**src/design/tkst_pkg.sv**
```systemverilog
// ----------------------------------------------------------------------------
// tkst_pkg
// Types and constants shared by the top-k score table and its cells.
// ----------------------------------------------------------------------------
package tkst_pkg;

   // default table depth
   localparam int CAPACITY_DEF = 10;

   // field widths
   localparam int SCORE_W = 24;
   localparam int TAG_W   = 16;
   localparam int STAMP_W = 32;
   localparam int RANK_W  = 4;

   // request kinds
   localparam logic REQ_INSERT = 1'b0;
   localparam logic REQ_READ   = 1'b1;

   // one table entry
   typedef struct packed {
      logic [SCORE_W-1:0] score;
      logic [TAG_W-1:0]   tag;
      logic [STAMP_W-1:0] stamp;
   } entry_type;

   // control broadcast to every cell
   typedef struct packed {
      logic      shift_en;   // accepted insert that enters the table
      entry_type new_entry;  // entry offered by the request
   } cell_ctrl_type;

   // status handed back by each cell
   typedef struct packed {
      logic ge;              // filled and score >= offered score
      logic take_new;        // this cell is the insert point
   } cell_stat_type;

   // registered response payload
   typedef struct packed {
      logic [RANK_W-1:0]  placed_rank;
      logic               would_enter;
      logic               entry_valid;
      logic [SCORE_W-1:0] entry_score;
      logic [TAG_W-1:0]   entry_tag;
      logic [STAMP_W-1:0] entry_stamp;
      logic [RANK_W-1:0]  filled_count;
   } rsp_type;

endpackage

```
**src/design/tkst_ifs.sv**
```systemverilog
// ----------------------------------------------------------------------------
// tkst request / response channels
// Valid-ready channels carrying the request and response payloads.
// ----------------------------------------------------------------------------
interface tkst_req_if
   import tkst_pkg::*;
();
   logic               valid;
   logic               ready;
   logic               req_type;
   logic [SCORE_W-1:0] new_score;
   logic [TAG_W-1:0]   player_tag;
   logic [STAMP_W-1:0] stamp;
   logic [RANK_W-1:0]  read_rank;

   modport source (output valid, req_type, new_score, player_tag, stamp, read_rank,
                   input  ready);
   modport sink   (input  valid, req_type, new_score, player_tag, stamp, read_rank,
                   output ready);
endinterface

interface tkst_rsp_if
   import tkst_pkg::*;
();
   logic               valid;
   logic               ready;
   logic [RANK_W-1:0]  placed_rank;
   logic               would_enter;
   logic               entry_valid;
   logic [SCORE_W-1:0] entry_score;
   logic [TAG_W-1:0]   entry_tag;
   logic [STAMP_W-1:0] entry_stamp;
   logic [RANK_W-1:0]  filled_count;

   modport source (output valid, placed_rank, would_enter, entry_valid, entry_score,
                          entry_tag, entry_stamp, filled_count,
                   input  ready);
   modport sink   (input  valid, placed_rank, would_enter, entry_valid, entry_score,
                          entry_tag, entry_stamp, filled_count,
                   output ready);
endinterface

```
**src/design/top_k_score_table.sv**
```systemverilog
// ----------------------------------------------------------------------------
// top_k_score_table
// Bounded table of the best scores, sorted high to low, built as a chain of
// compare-and-shift cells.
// ----------------------------------------------------------------------------
// The table takes one request per clock and answers each with one response
// on the following cycle; a request is taken whenever the response register
// is empty or being drained. Every cell compares its own score against the
// offered one in parallel and shifts from its upper neighbor in the same
// cycle, so insert time does not grow with depth; the critical path is the
// score compare plus the rank encoder and read select across CAPACITY cells.
// The table is empty after reset; no clearing pass is needed.
module top_k_score_table
   import tkst_pkg::*;
#(
   parameter int CAPACITY = CAPACITY_DEF
) (
   input  logic     clock,
   input  logic     reset,
   tkst_req_if.sink   req_ch,
   tkst_rsp_if.source rsp_ch
);

   localparam int CNT_W = $clog2(CAPACITY + 1);

   logic [CNT_W-1:0] used_ff;
   logic [CNT_W-1:0] used_in;
   logic             rsp_valid_ff;
   logic             rsp_valid_in;
   rsp_type          rsp_ff;
   rsp_type          rsp_in;

   cell_ctrl_type    ctrl;
   entry_type        cell_entry [CAPACITY];
   cell_stat_type    cell_stat  [CAPACITY];

   logic             accept;
   logic             full;
   logic             enter;
   logic             rd_valid;
   entry_type        rd_entry;
   logic [RANK_W-1:0] placed;

   // handshake
   assign req_ch.ready = !rsp_valid_ff || rsp_ch.ready;
   assign accept       = req_ch.valid && req_ch.ready;

   // admission test against the last slot
   assign full  = (used_ff == CNT_W'(CAPACITY));
   assign enter = !full || (req_ch.new_score > cell_entry[CAPACITY-1].score);

   // broadcast to the chain
   assign ctrl.shift_en            = accept && (req_ch.req_type == REQ_INSERT) && enter;
   assign ctrl.new_entry.score     = req_ch.new_score;
   assign ctrl.new_entry.tag       = req_ch.player_tag;
   assign ctrl.new_entry.stamp     = req_ch.stamp;

   // cell chain
   for (genvar g = 0; g < CAPACITY; g++) begin : g_cell
      if (g == 0) begin : g_head
         tkst_cell u_cell (
            .clock      (clock),
            .ctrl       (ctrl),
            .filled     (used_ff > CNT_W'(g)),
            .prev_ge    (1'b1),
            .prev_entry (ctrl.new_entry),
            .entry      (cell_entry[g]),
            .stat       (cell_stat[g])
         );
      end else begin : g_body
         tkst_cell u_cell (
            .clock      (clock),
            .ctrl       (ctrl),
            .filled     (used_ff > CNT_W'(g)),
            .prev_ge    (cell_stat[g-1].ge),
            .prev_entry (cell_entry[g-1]),
            .entry      (cell_entry[g]),
            .stat       (cell_stat[g])
         );
      end
   end

   // rank encoder for the insert point
   always_comb begin
      placed = '0;
      for (int i = 0; i < CAPACITY; i++) begin
         if (cell_stat[i].take_new) begin
            placed = RANK_W'(i + 1);
         end
      end
   end

   // read select
   assign rd_valid = (req_ch.read_rank != '0) && (int'(req_ch.read_rank) <= int'(used_ff));

   always_comb begin
      rd_entry = '0;
      for (int i = 0; i < CAPACITY; i++) begin
         if (int'(req_ch.read_rank) == i + 1) begin
            rd_entry = cell_entry[i];
         end
      end
   end

   // fill count and response build
   always_comb begin
      used_in      = used_ff;
      rsp_valid_in = rsp_valid_ff && !rsp_ch.ready;
      rsp_in       = rsp_ff;
      if (ctrl.shift_en && !full) begin
         used_in = used_ff + CNT_W'(1);
      end
      if (accept) begin
         rsp_valid_in        = 1'b1;
         rsp_in              = '0;
         rsp_in.would_enter  = enter;
         rsp_in.filled_count = RANK_W'(used_in);
         if (req_ch.req_type == REQ_INSERT) begin
            if (enter) begin
               rsp_in.placed_rank = placed;
            end
         end else if (rd_valid) begin
            rsp_in.entry_valid = 1'b1;
            rsp_in.entry_score = rd_entry.score;
            rsp_in.entry_tag   = rd_entry.tag;
            rsp_in.entry_stamp = rd_entry.stamp;
         end
      end
   end

   always_ff @(posedge clock) begin
      if (reset) begin
         used_ff      <= '0;
         rsp_valid_ff <= 1'b0;
      end else begin
         used_ff      <= used_in;
         rsp_valid_ff <= rsp_valid_in;
      end
      rsp_ff <= rsp_in;
   end

   // response channel
   assign rsp_ch.valid        = rsp_valid_ff;
   assign rsp_ch.placed_rank  = rsp_ff.placed_rank;
   assign rsp_ch.would_enter  = rsp_ff.would_enter;
   assign rsp_ch.entry_valid  = rsp_ff.entry_valid;
   assign rsp_ch.entry_score  = rsp_ff.entry_score;
   assign rsp_ch.entry_tag    = rsp_ff.entry_tag;
   assign rsp_ch.entry_stamp  = rsp_ff.entry_stamp;
   assign rsp_ch.filled_count = rsp_ff.filled_count;

endmodule

```
**src/design/tkst_cell.sv**
```systemverilog
// ----------------------------------------------------------------------------
// tkst_cell
// One slot of the sorted chain: compares its score against the offered one
// and either keeps its entry, loads the new entry or takes its upper neighbor.
// ----------------------------------------------------------------------------
module tkst_cell
   import tkst_pkg::*;
(
   input  logic          clock,
   input  cell_ctrl_type ctrl,
   input  logic          filled,      // slot holds a valid entry
   input  logic          prev_ge,     // upper neighbor stays put (1 at the head)
   input  entry_type     prev_entry,  // upper neighbor's entry
   output entry_type     entry,
   output cell_stat_type stat
);

   entry_type entry_ff;
   entry_type entry_in;
   logic      ge;

   // equal or better entries stay ahead of the new one
   assign ge = filled && (entry_ff.score >= ctrl.new_entry.score);

   assign stat.ge       = ge;
   assign stat.take_new = !ge && prev_ge;
   assign entry         = entry_ff;

   // keep, load new, or shift down from neighbor
   always_comb begin
      entry_in = entry_ff;
      if (ctrl.shift_en && !ge) begin
         entry_in = prev_ge ? ctrl.new_entry : prev_entry;
      end
   end

   always_ff @(posedge clock) begin
      entry_ff <= entry_in;
   end

endmodule
```
**src/flat_wrapper.sv**
```systemverilog
// flat-port wrapper written by rule: the top's interface ports become plain ports
module top_k_score_table_flat import tkst_pkg::*;
#(
   parameter int CAPACITY = CAPACITY_DEF
)
  (clock, reset, req_ch_valid, req_ch_req_type, req_ch_new_score, req_ch_player_tag, req_ch_stamp, req_ch_read_rank, req_ch_ready, rsp_ch_valid, rsp_ch_placed_rank, rsp_ch_would_enter, rsp_ch_entry_valid, rsp_ch_entry_score, rsp_ch_entry_tag, rsp_ch_entry_stamp, rsp_ch_filled_count, rsp_ch_ready);
  tkst_req_if req_ch_i ();
  tkst_rsp_if rsp_ch_i ();
  input  logic clock;
  input  logic reset;
  input wire logic [$bits(req_ch_i.valid)-1:0] req_ch_valid;
  input wire logic [$bits(req_ch_i.req_type)-1:0] req_ch_req_type;
  input wire logic [$bits(req_ch_i.new_score)-1:0] req_ch_new_score;
  input wire logic [$bits(req_ch_i.player_tag)-1:0] req_ch_player_tag;
  input wire logic [$bits(req_ch_i.stamp)-1:0] req_ch_stamp;
  input wire logic [$bits(req_ch_i.read_rank)-1:0] req_ch_read_rank;
  output wire logic [$bits(req_ch_i.ready)-1:0] req_ch_ready;
  output wire logic [$bits(rsp_ch_i.valid)-1:0] rsp_ch_valid;
  output wire logic [$bits(rsp_ch_i.placed_rank)-1:0] rsp_ch_placed_rank;
  output wire logic [$bits(rsp_ch_i.would_enter)-1:0] rsp_ch_would_enter;
  output wire logic [$bits(rsp_ch_i.entry_valid)-1:0] rsp_ch_entry_valid;
  output wire logic [$bits(rsp_ch_i.entry_score)-1:0] rsp_ch_entry_score;
  output wire logic [$bits(rsp_ch_i.entry_tag)-1:0] rsp_ch_entry_tag;
  output wire logic [$bits(rsp_ch_i.entry_stamp)-1:0] rsp_ch_entry_stamp;
  output wire logic [$bits(rsp_ch_i.filled_count)-1:0] rsp_ch_filled_count;
  input wire logic [$bits(rsp_ch_i.ready)-1:0] rsp_ch_ready;
  assign req_ch_i.valid = req_ch_valid;
  assign req_ch_i.req_type = req_ch_req_type;
  assign req_ch_i.new_score = req_ch_new_score;
  assign req_ch_i.player_tag = req_ch_player_tag;
  assign req_ch_i.stamp = req_ch_stamp;
  assign req_ch_i.read_rank = req_ch_read_rank;
  assign req_ch_ready = req_ch_i.ready;
  assign rsp_ch_valid = rsp_ch_i.valid;
  assign rsp_ch_placed_rank = rsp_ch_i.placed_rank;
  assign rsp_ch_would_enter = rsp_ch_i.would_enter;
  assign rsp_ch_entry_valid = rsp_ch_i.entry_valid;
  assign rsp_ch_entry_score = rsp_ch_i.entry_score;
  assign rsp_ch_entry_tag = rsp_ch_i.entry_tag;
  assign rsp_ch_entry_stamp = rsp_ch_i.entry_stamp;
  assign rsp_ch_filled_count = rsp_ch_i.filled_count;
  assign rsp_ch_i.ready = rsp_ch_ready;
  top_k_score_table #(.CAPACITY(CAPACITY)) u_core (.clock(clock), .reset(reset), .req_ch(req_ch_i), .rsp_ch(rsp_ch_i));
endmodule
```
**config.mk**
```make
export PLATFORM = sky130hd
export DESIGN_NAME = top_k_score_table_flat
export DESIGN_NICKNAME = d
export VERILOG_FILES = /design/src/design/tkst_pkg.sv /design/src/design/tkst_ifs.sv /design/src/design/top_k_score_table.sv /design/src/design/tkst_cell.sv /design/src/flat_wrapper.sv
export SDC_FILE = /design/constraint.sdc
export NUM_CORES = 1
export LEC_CHECK = 0
export ABC_AREA = 1
export BUFFER_PORTS_ARGS = -buffer_cell sky130_fd_sc_hd__buf_2
export CORE_MARGIN = 1
export CORE_UTILIZATION = 33
export CTS_CLUSTER_DIAMETER = 30
export DETAILED_ROUTE_END_ITERATION = 10
export GPL_ROUTABILITY_DRIVEN = 0
export PLACE_DENSITY = 0.48
export SETUP_SLACK_MARGIN = 0.15
export SYNTH_ARGS = -nofsm -noshare
export SYNTH_HDL_FRONTEND = slang
export SYNTH_SLANG_ARGS = --single-unit
export TNS_END_PERCENT = 50
```
**constraint.sdc**
```tcl
create_clock -name clock -period 10.4 [get_ports clock]
set_input_delay 0.52 -clock clock [delete_from_list [all_inputs] [get_ports clock]]
set_output_delay 0.52 -clock clock [all_outputs]
set_load 0.01 [all_outputs]
```
==> results.cfg, run 1 <==
[logic_synthesis]
synth.avg_cell_area_um2 = 9.69
netlist_top_cells_count = nand2_1, edfxtp_1, o21ai_0, ha_1, nand3_1
synth_area_um2 = 41800
synth_edf_count = 802
syn_nets = 4642
netlist_top_cells_area = edfxtp_1, nand2_1, o21ai_0, ha_1, nand3_1
synth-async-reset-ratio_pct = 0
synth.most_common_cell = nand2_1
ys_ff_latch = 807
seq_area_frac_synth_pct = 57.8
synth_top_area_share_pct = 57.6
syn_inst = 4313
ys_warn_count = 0
yosysTopAreaCell = edfxtp_1
synth_ff_type = edfxtp_1
yosys.cell_types.count = 41

[drt]
postRouteAntennaNets = 0
num_vias = 33300
wl_per_cell_um = 21.2
firstDrtPassIters = 5
drtIter0Drc = 2647
vias_per_cell = 5.17
wl_um = 136000
drc = 0

[pwr]
power_w = 0.0114
leakage_nw = 21.3
ir_drop_mv = 0.169
power_density_nw_per_um2 = 216

[cells_and_area]
fin_util_pct = 41.9
nets = 4928
drive_above_1_share_pct = 12.9
area_growth_pct = 25.8
fin_cells = 6441

[global_route]
grt.total_usage_pct = 21.3
antenna_found_initial = 5
grt_remaining_overflow = 0
grt_pass1_wl_um = 203000
grt_max_degree = 83
grt_pass1_vias = 31700

[status]
status = completed

[sta]
worstMarginPinSlew_ps = 1140
tns_ps = 0
final_hold_viol_count = 0
setup_violations = 0
fin_crit_sh_pct = 54.7
maxSlewViolCount = 0
slew_headroom_pct = 23.9
skew_ps = 34.5
min_period_ps = 5690
rsz0062_at_grt = false
max_freq_ghz = 0.176

[clock_network]
clockRootBuffer = clkbuf_16
clockBufferDepth = 3
clkLatencyLatePin_ps = 820
path_clk_slew_ps = 40
numCtsBuffers = 217
cts_tree = done
cts_resized = 0
cts_sinks = 807
htree_levels = 4

[floorplan]
core_um2 = 126000
die_w_um = 358
die_y_um = 358
start_util_pct = 33.3
io_pins = 165
core.rowCount = 130
dieArea_um2 = 128000

[placement]
place_inst = 5958
portBuffers = 164
dp_hpwl_um = 85200

[critical_path]
critical_path_arrival_ps = 6110
path_cells = dlygate4sd3_1, buf_2, clkinv_1, ha_1, nand2_1, inv_1, nand2_1, nand2_1, a31oi_1, o21ai_0, nand3_1, nand3_1, a21oi_1, nand2_1, nor2_4, buf_4
crit_top_cell = nand2_1
start_kind = input port
critPathCaptureType = flip-flop
path_buf_inv = 5
cp_slowest_stage_delay_ps = 1120
criticalPathCategory = input port to flip-flop
cp_max_fo = 49
crit_required_ps = 10820
critPathTopFamily = simple AND/OR/NAND/NOR gates
crit_path_top_delay_cell = nor2_4

[flow_run]
maxCapViolCount = 0

[hold_path]
hp-class = input port to flip-flop
layout make-up:
class                   instances  area (um^2)
clock buffers                 249         5560
inverters                     198          746
fillers                     12200        73000
repair buffers                310         2100
well taps                    1650         2060
clock inverters               160         1860
diodes                          2         5.00
flip-flops and latches        807        24200
multi-input cells            3065        16100
cell families (layout without fill, tap and decap cells):
kind of cell	count (synthesis)	count (layout)	synth area share, %
DFF	807	807	57.8
AOI/OAI and AO/OA	1038	1038	12.9
adders and majority gates	248	248	7.42
and+or+nand+nor	1776	1776	17.6
xor gates and xnor gates	3	3	0.0629
other	0	2	0
buffers and inverters	441	917	4.17
flip-flops by register name, indices dropped and copies added (netlist names):
name / count
u_core.rsp_ch.entry_tag: 16
u_core.rsp_ch.placed_rank: 4
u_core.used_ff: 4
u_core.rsp_ch.valid: 1
u_core.g_cell.g_head.u_cell.entry: 72
u_core.rsp_ch.entry_stamp: 32
u_core.rsp_ch.filled_count: 4
u_core.rsp_ch.entry_valid: 1
u_core.rsp_ch.entry_score: 24
u_core.g_cell.g_body.u_cell.entry: 648
u_core.rsp_ch.would_enter: 1
repair_timing:
action / CTS / global route
hold buffers: 72 / 0
endpoints found under the hold margin: 74 / 0
buffers inserted: 0 / 0
per-layer routing:
| layer | vias to the layer above | global-route usage [%] | routed length (um) |
|---|---|---|---|
| li1 | 16000 | - | - |
| met1 | 15900 | 29.7 | 62700 |
| met2 | 1107 | 33.1 | 61500 |
| met3 | 197 | 4.27 | 9360 |
| met4 | 2 | 6.43 | 2900 |
| met5 | - | 0 | 13 |
metrics by stage:
step / hold WS (ps) / setup slack, ps / cell area, um^2
floorplan: 520 / 460 / 41800
global placement: 523 / 4520 / 44500
detailed placement: 530 / 4500 / 44500
CTS: 10.8 / 4660 / 52600
global route: 64.4 / 4450 / 52600
finish: 65.4 / 4710 / 52600
placed cells by master, fill, tap and decap left out, types with 3 or more instances in the layout:
master	synthesis	routed
a21o_1	8	8
a21oi_1	180	178
a221oi_1	15	15
a31oi_1	58	58
buf_2	60	164
buf_4	4	74
bufinv_16	0	32
clkbuf_1	168	31
clkbuf_16	0	217
clkinv_1	24	63
clkinv_16	0	4
clkinv_2	0	44
clkinv_4	0	6
clkinv_8	0	3
clkinvlp_4	0	23
dfxtp_1	5	5
dlygate4sd3_1	0	72
edfxtp_1	802	802
ha_1	248	248
inv_1	165	165
inv_16	0	5
inv_2	9	8
inv_6	0	4
nand2_1	1332	1322
nand2_4	0	10
nand3_1	193	193
nand4_1	145	145
nor2_1	84	73
nor2_4	4	19
nor3_1	6	6
o211ai_1	4	4
o21a_1	4	4
o21ai_0	731	731
o21ai_1	23	23
o21bai_1	4	4
o22ai_1	3	3
xor2_1	3	3
power by group:
| part | switching, W | total [W] | internal [W] |
|---|---|---|---|
| sequential | 0.0000836 | 0.00387 | 0.00379 |
| combinational | 0.000549 | 0.000788 | 0.000239 |
| clock | 0.00211 | 0.00670 | 0.00460 |
| total | 0.00274 | 0.0114 | 0.00862 |
path summary, 6_finish.rpt:
| check | start | to | slack [ps] | cells past startpoint |
|---|---|---|---|---|
| worst max-delay path | req_ch_new_score[2] | u_core.g_cell[3].g_body.u_cell.entry[53]$_DFFE_PP_ | 4710 | 16 |
| worst min-delay path | req_ch_player_tag[15] | u_core.g_cell[0].g_head.u_cell.entry[47]$_DFFE_PP_ | 70 | 1 |
| worst max register to register | u_core.g_cell[9].g_body.u_cell.entry[51]$_DFFE_PP_ | u_core.g_cell[3].g_body.u_cell.entry[53]$_DFFE_PP_ | 5470 | 11 |
| worst min register to register | u_core.g_cell[4].g_body.u_cell.entry[36]$_DFFE_PP_ | u_core.g_cell[5].g_body.u_cell.entry[36]$_DFFE_PP_ | 530 | 2 |
(Power assumes the default switching activity.)
==> inputs of run 2 (changes only) <==
Settings changed: PLACE_DENSITY 0.48 to 0.46.
Clock period 10.4 ns to 5.7 ns, I/O delays scaled along.
==> results.cfg, run 2 (same netlist as run 1, synthesis figures left out) <==
[status]
status = completed

[pwr]
p_comb_share_pct = 6.9
switching_share_pct = 24.2
intPower_w = 0.0160
ir_drop_mv = 0.349
power_density_nw_per_um2 = 398
power_frac_clock_pct = 59.7
switchingPower_w = 0.00511
leakage_nw = 21.6
power.share.sequential_pct = 33.4

[global_route]
antenna_found_initial = 6
grt_remaining_overflow = 0
grt_pass1_wl_um = 206000
grt_max_degree = 146
grt_pass1_vias = 32300
grt.total_usage_pct = 21.7

[cells_and_area]
fin_area_um2 = 53100
drive_above_1_share_pct = 13.1
multi_input_comb_area_um2 = 16100
nets = 4944
fin_util_pct = 42.3
fillCellCount = 12100
regArea_um2 = 24200
largest_reg_flops = 648
area_growth_pct = 27.1
most-common-layout-cells = nand2_1, edfxtp_1, o21ai_0
final_common_cell = nand2_1

[placement]
dp_hpwl_um = 87500
portBuffers = 164
postPlaceCellArea_um2 = 44700

[sta]
skew_ps = 34.1
min_period_ps = 4160
slew_headroom_pct = 21.4
max_freq_ghz = 0.240
maxSlewViolCount = 0
rsz0062_at_grt = false
fin_crit_sh_pct = 73.1
setup_violations = 0
worstMarginPinSlew_ps = 1180
tns_ps = 0
final_hold_viol_count = 0

[flow_run]
maxCapViolCount = 0

[floorplan]
core_um2 = 126000
dieArea_um2 = 128000
start_util_pct = 33.3
io_pins = 165
die_w_um = 358
die_y_um = 358
core.rowCount = 130

[clock_network]
cts_tree = done
htree_levels = 4
cts_setup_buffers = 0
path_clk_slew_ps = 50
clkLatencyLatePin_ps = 840
clockBufferDepth = 3
numCtsBuffers = 229
clockRootBuffer = clkbuf_16
cts_sinks = 807

[hold_path]
hp-class = input port to flip-flop

[critical_path]
cp_max_fo = 24
critPathCaptureType = flip-flop
critical_path_arrival_ps = 4660
crit_required_ps = 6200
r2r_setup_slack_ps = 1690
criticalPathCategory = input port to flip-flop
start_kind = input port

[drt]
firstDrtPassIters = 5
wl_um = 138000
drc = 0
drtIter0Drc = 2683
num_vias = 33400
vias_per_cell = 5.16
postRouteAntennaNets = 0
wl_per_cell_um = 21.4
run 2: worst max-delay path: stages:
cell and delay, ps:
dlygate4sd3_1 520, buf_2 130, clkinv_1 470, ha_1 490
nand2_1 60, inv_1 60, nand2_1 60, nand2_1 50
a31oi_1 170, o21ai_0 180, nand3_1 150, nand3_1 100
a21oi_1 450, nand2_1 90, buf_4 250, nor2_4 780
buf_4 350
run 2: final cells by class:
cell class / count / share of cell area, %
antenna: 1 / 0.00471
inverter: 198 / 1.40
sequential: 807 / 45.5
clock inverter: 172 / 3.49
timing repair buffer: 314 / 4.42
tap: 1650 / 3.88
clock buffer: 260 / 11.0
multi-input combinational: 3065 / 30.3
run 2: stage by stage:
| step | cells | power (W) | setup slack [ps] | hold slack, ps |
|---|---|---|---|---|
| floorplan | 4313 | 0.00797 | 660 | 354 |
| global placement | 5958 | 0.00857 | 1170 | 480 |
| detailed placement | 5958 | 0.00859 | 1150 | 480 |
| CTS | 6466 | 0.0213 | 1450 | 112 |
| global route | 6466 | 0.0219 | 1190 | 160 |
| finish | 6467 | 0.0211 | 1540 | 169 |
run 2: timing repair:
action | CTS | global route
hold endpoints to repair | 411 | 0
hold buffers | 76 | 0
endpoints found under the setup margin | 0 | 0
gates resized for setup | 0 | 0
run 2: path summary, 6_finish.rpt:
kind / startpoint / end / cells past startpoint
max: req_ch_new_score[2] / u_core.g_cell[7].g_body.u_cell.entry[34]$_DFFE_PP_ / 17
min: req_ch_stamp[24] / u_core.g_cell[0].g_head.u_cell.entry[24]$_DFFE_PP_ / 2
max reg2reg: u_core.g_cell[9].g_body.u_cell.entry[53]$_DFFE_PP_ / u_core.g_cell[7].g_body.u_cell.entry[34]$_DFFE_PP_ / 12
min reg2reg: u_core.g_cell[5].g_body.u_cell.entry[29]$_DFFE_PP_ / u_core.g_cell[6].g_body.u_cell.entry[29]$_DFFE_PP_ / 2
run 2: power groups by stage:
stage | Clock, W | Combinational (W) | Sequential (W)
6_report | 0.0126 | 0.00146 | 0.00706
5_1_grt | 0.0131 | 0.00165 | 0.00709
4_1_cts | 0.0128 | 0.00148 | 0.00706
3_5_place_dp | 0 | 0.00143 | 0.00715
3_3_place_gp | 0 | 0.00142 | 0.00715
2_1_floorplan | 0 | 0.000826 | 0.00714
run 2: per-layer routing:
metal  vias to the layer above  share of wire, %  GRT usage (%)
li1                      16100                 -              -
met1                     16000                47           30.9
met2                      1084                44           32.8
met3                       207               6.5           4.28
met4                         0               2.4           6.94
met5                         -                 0              0
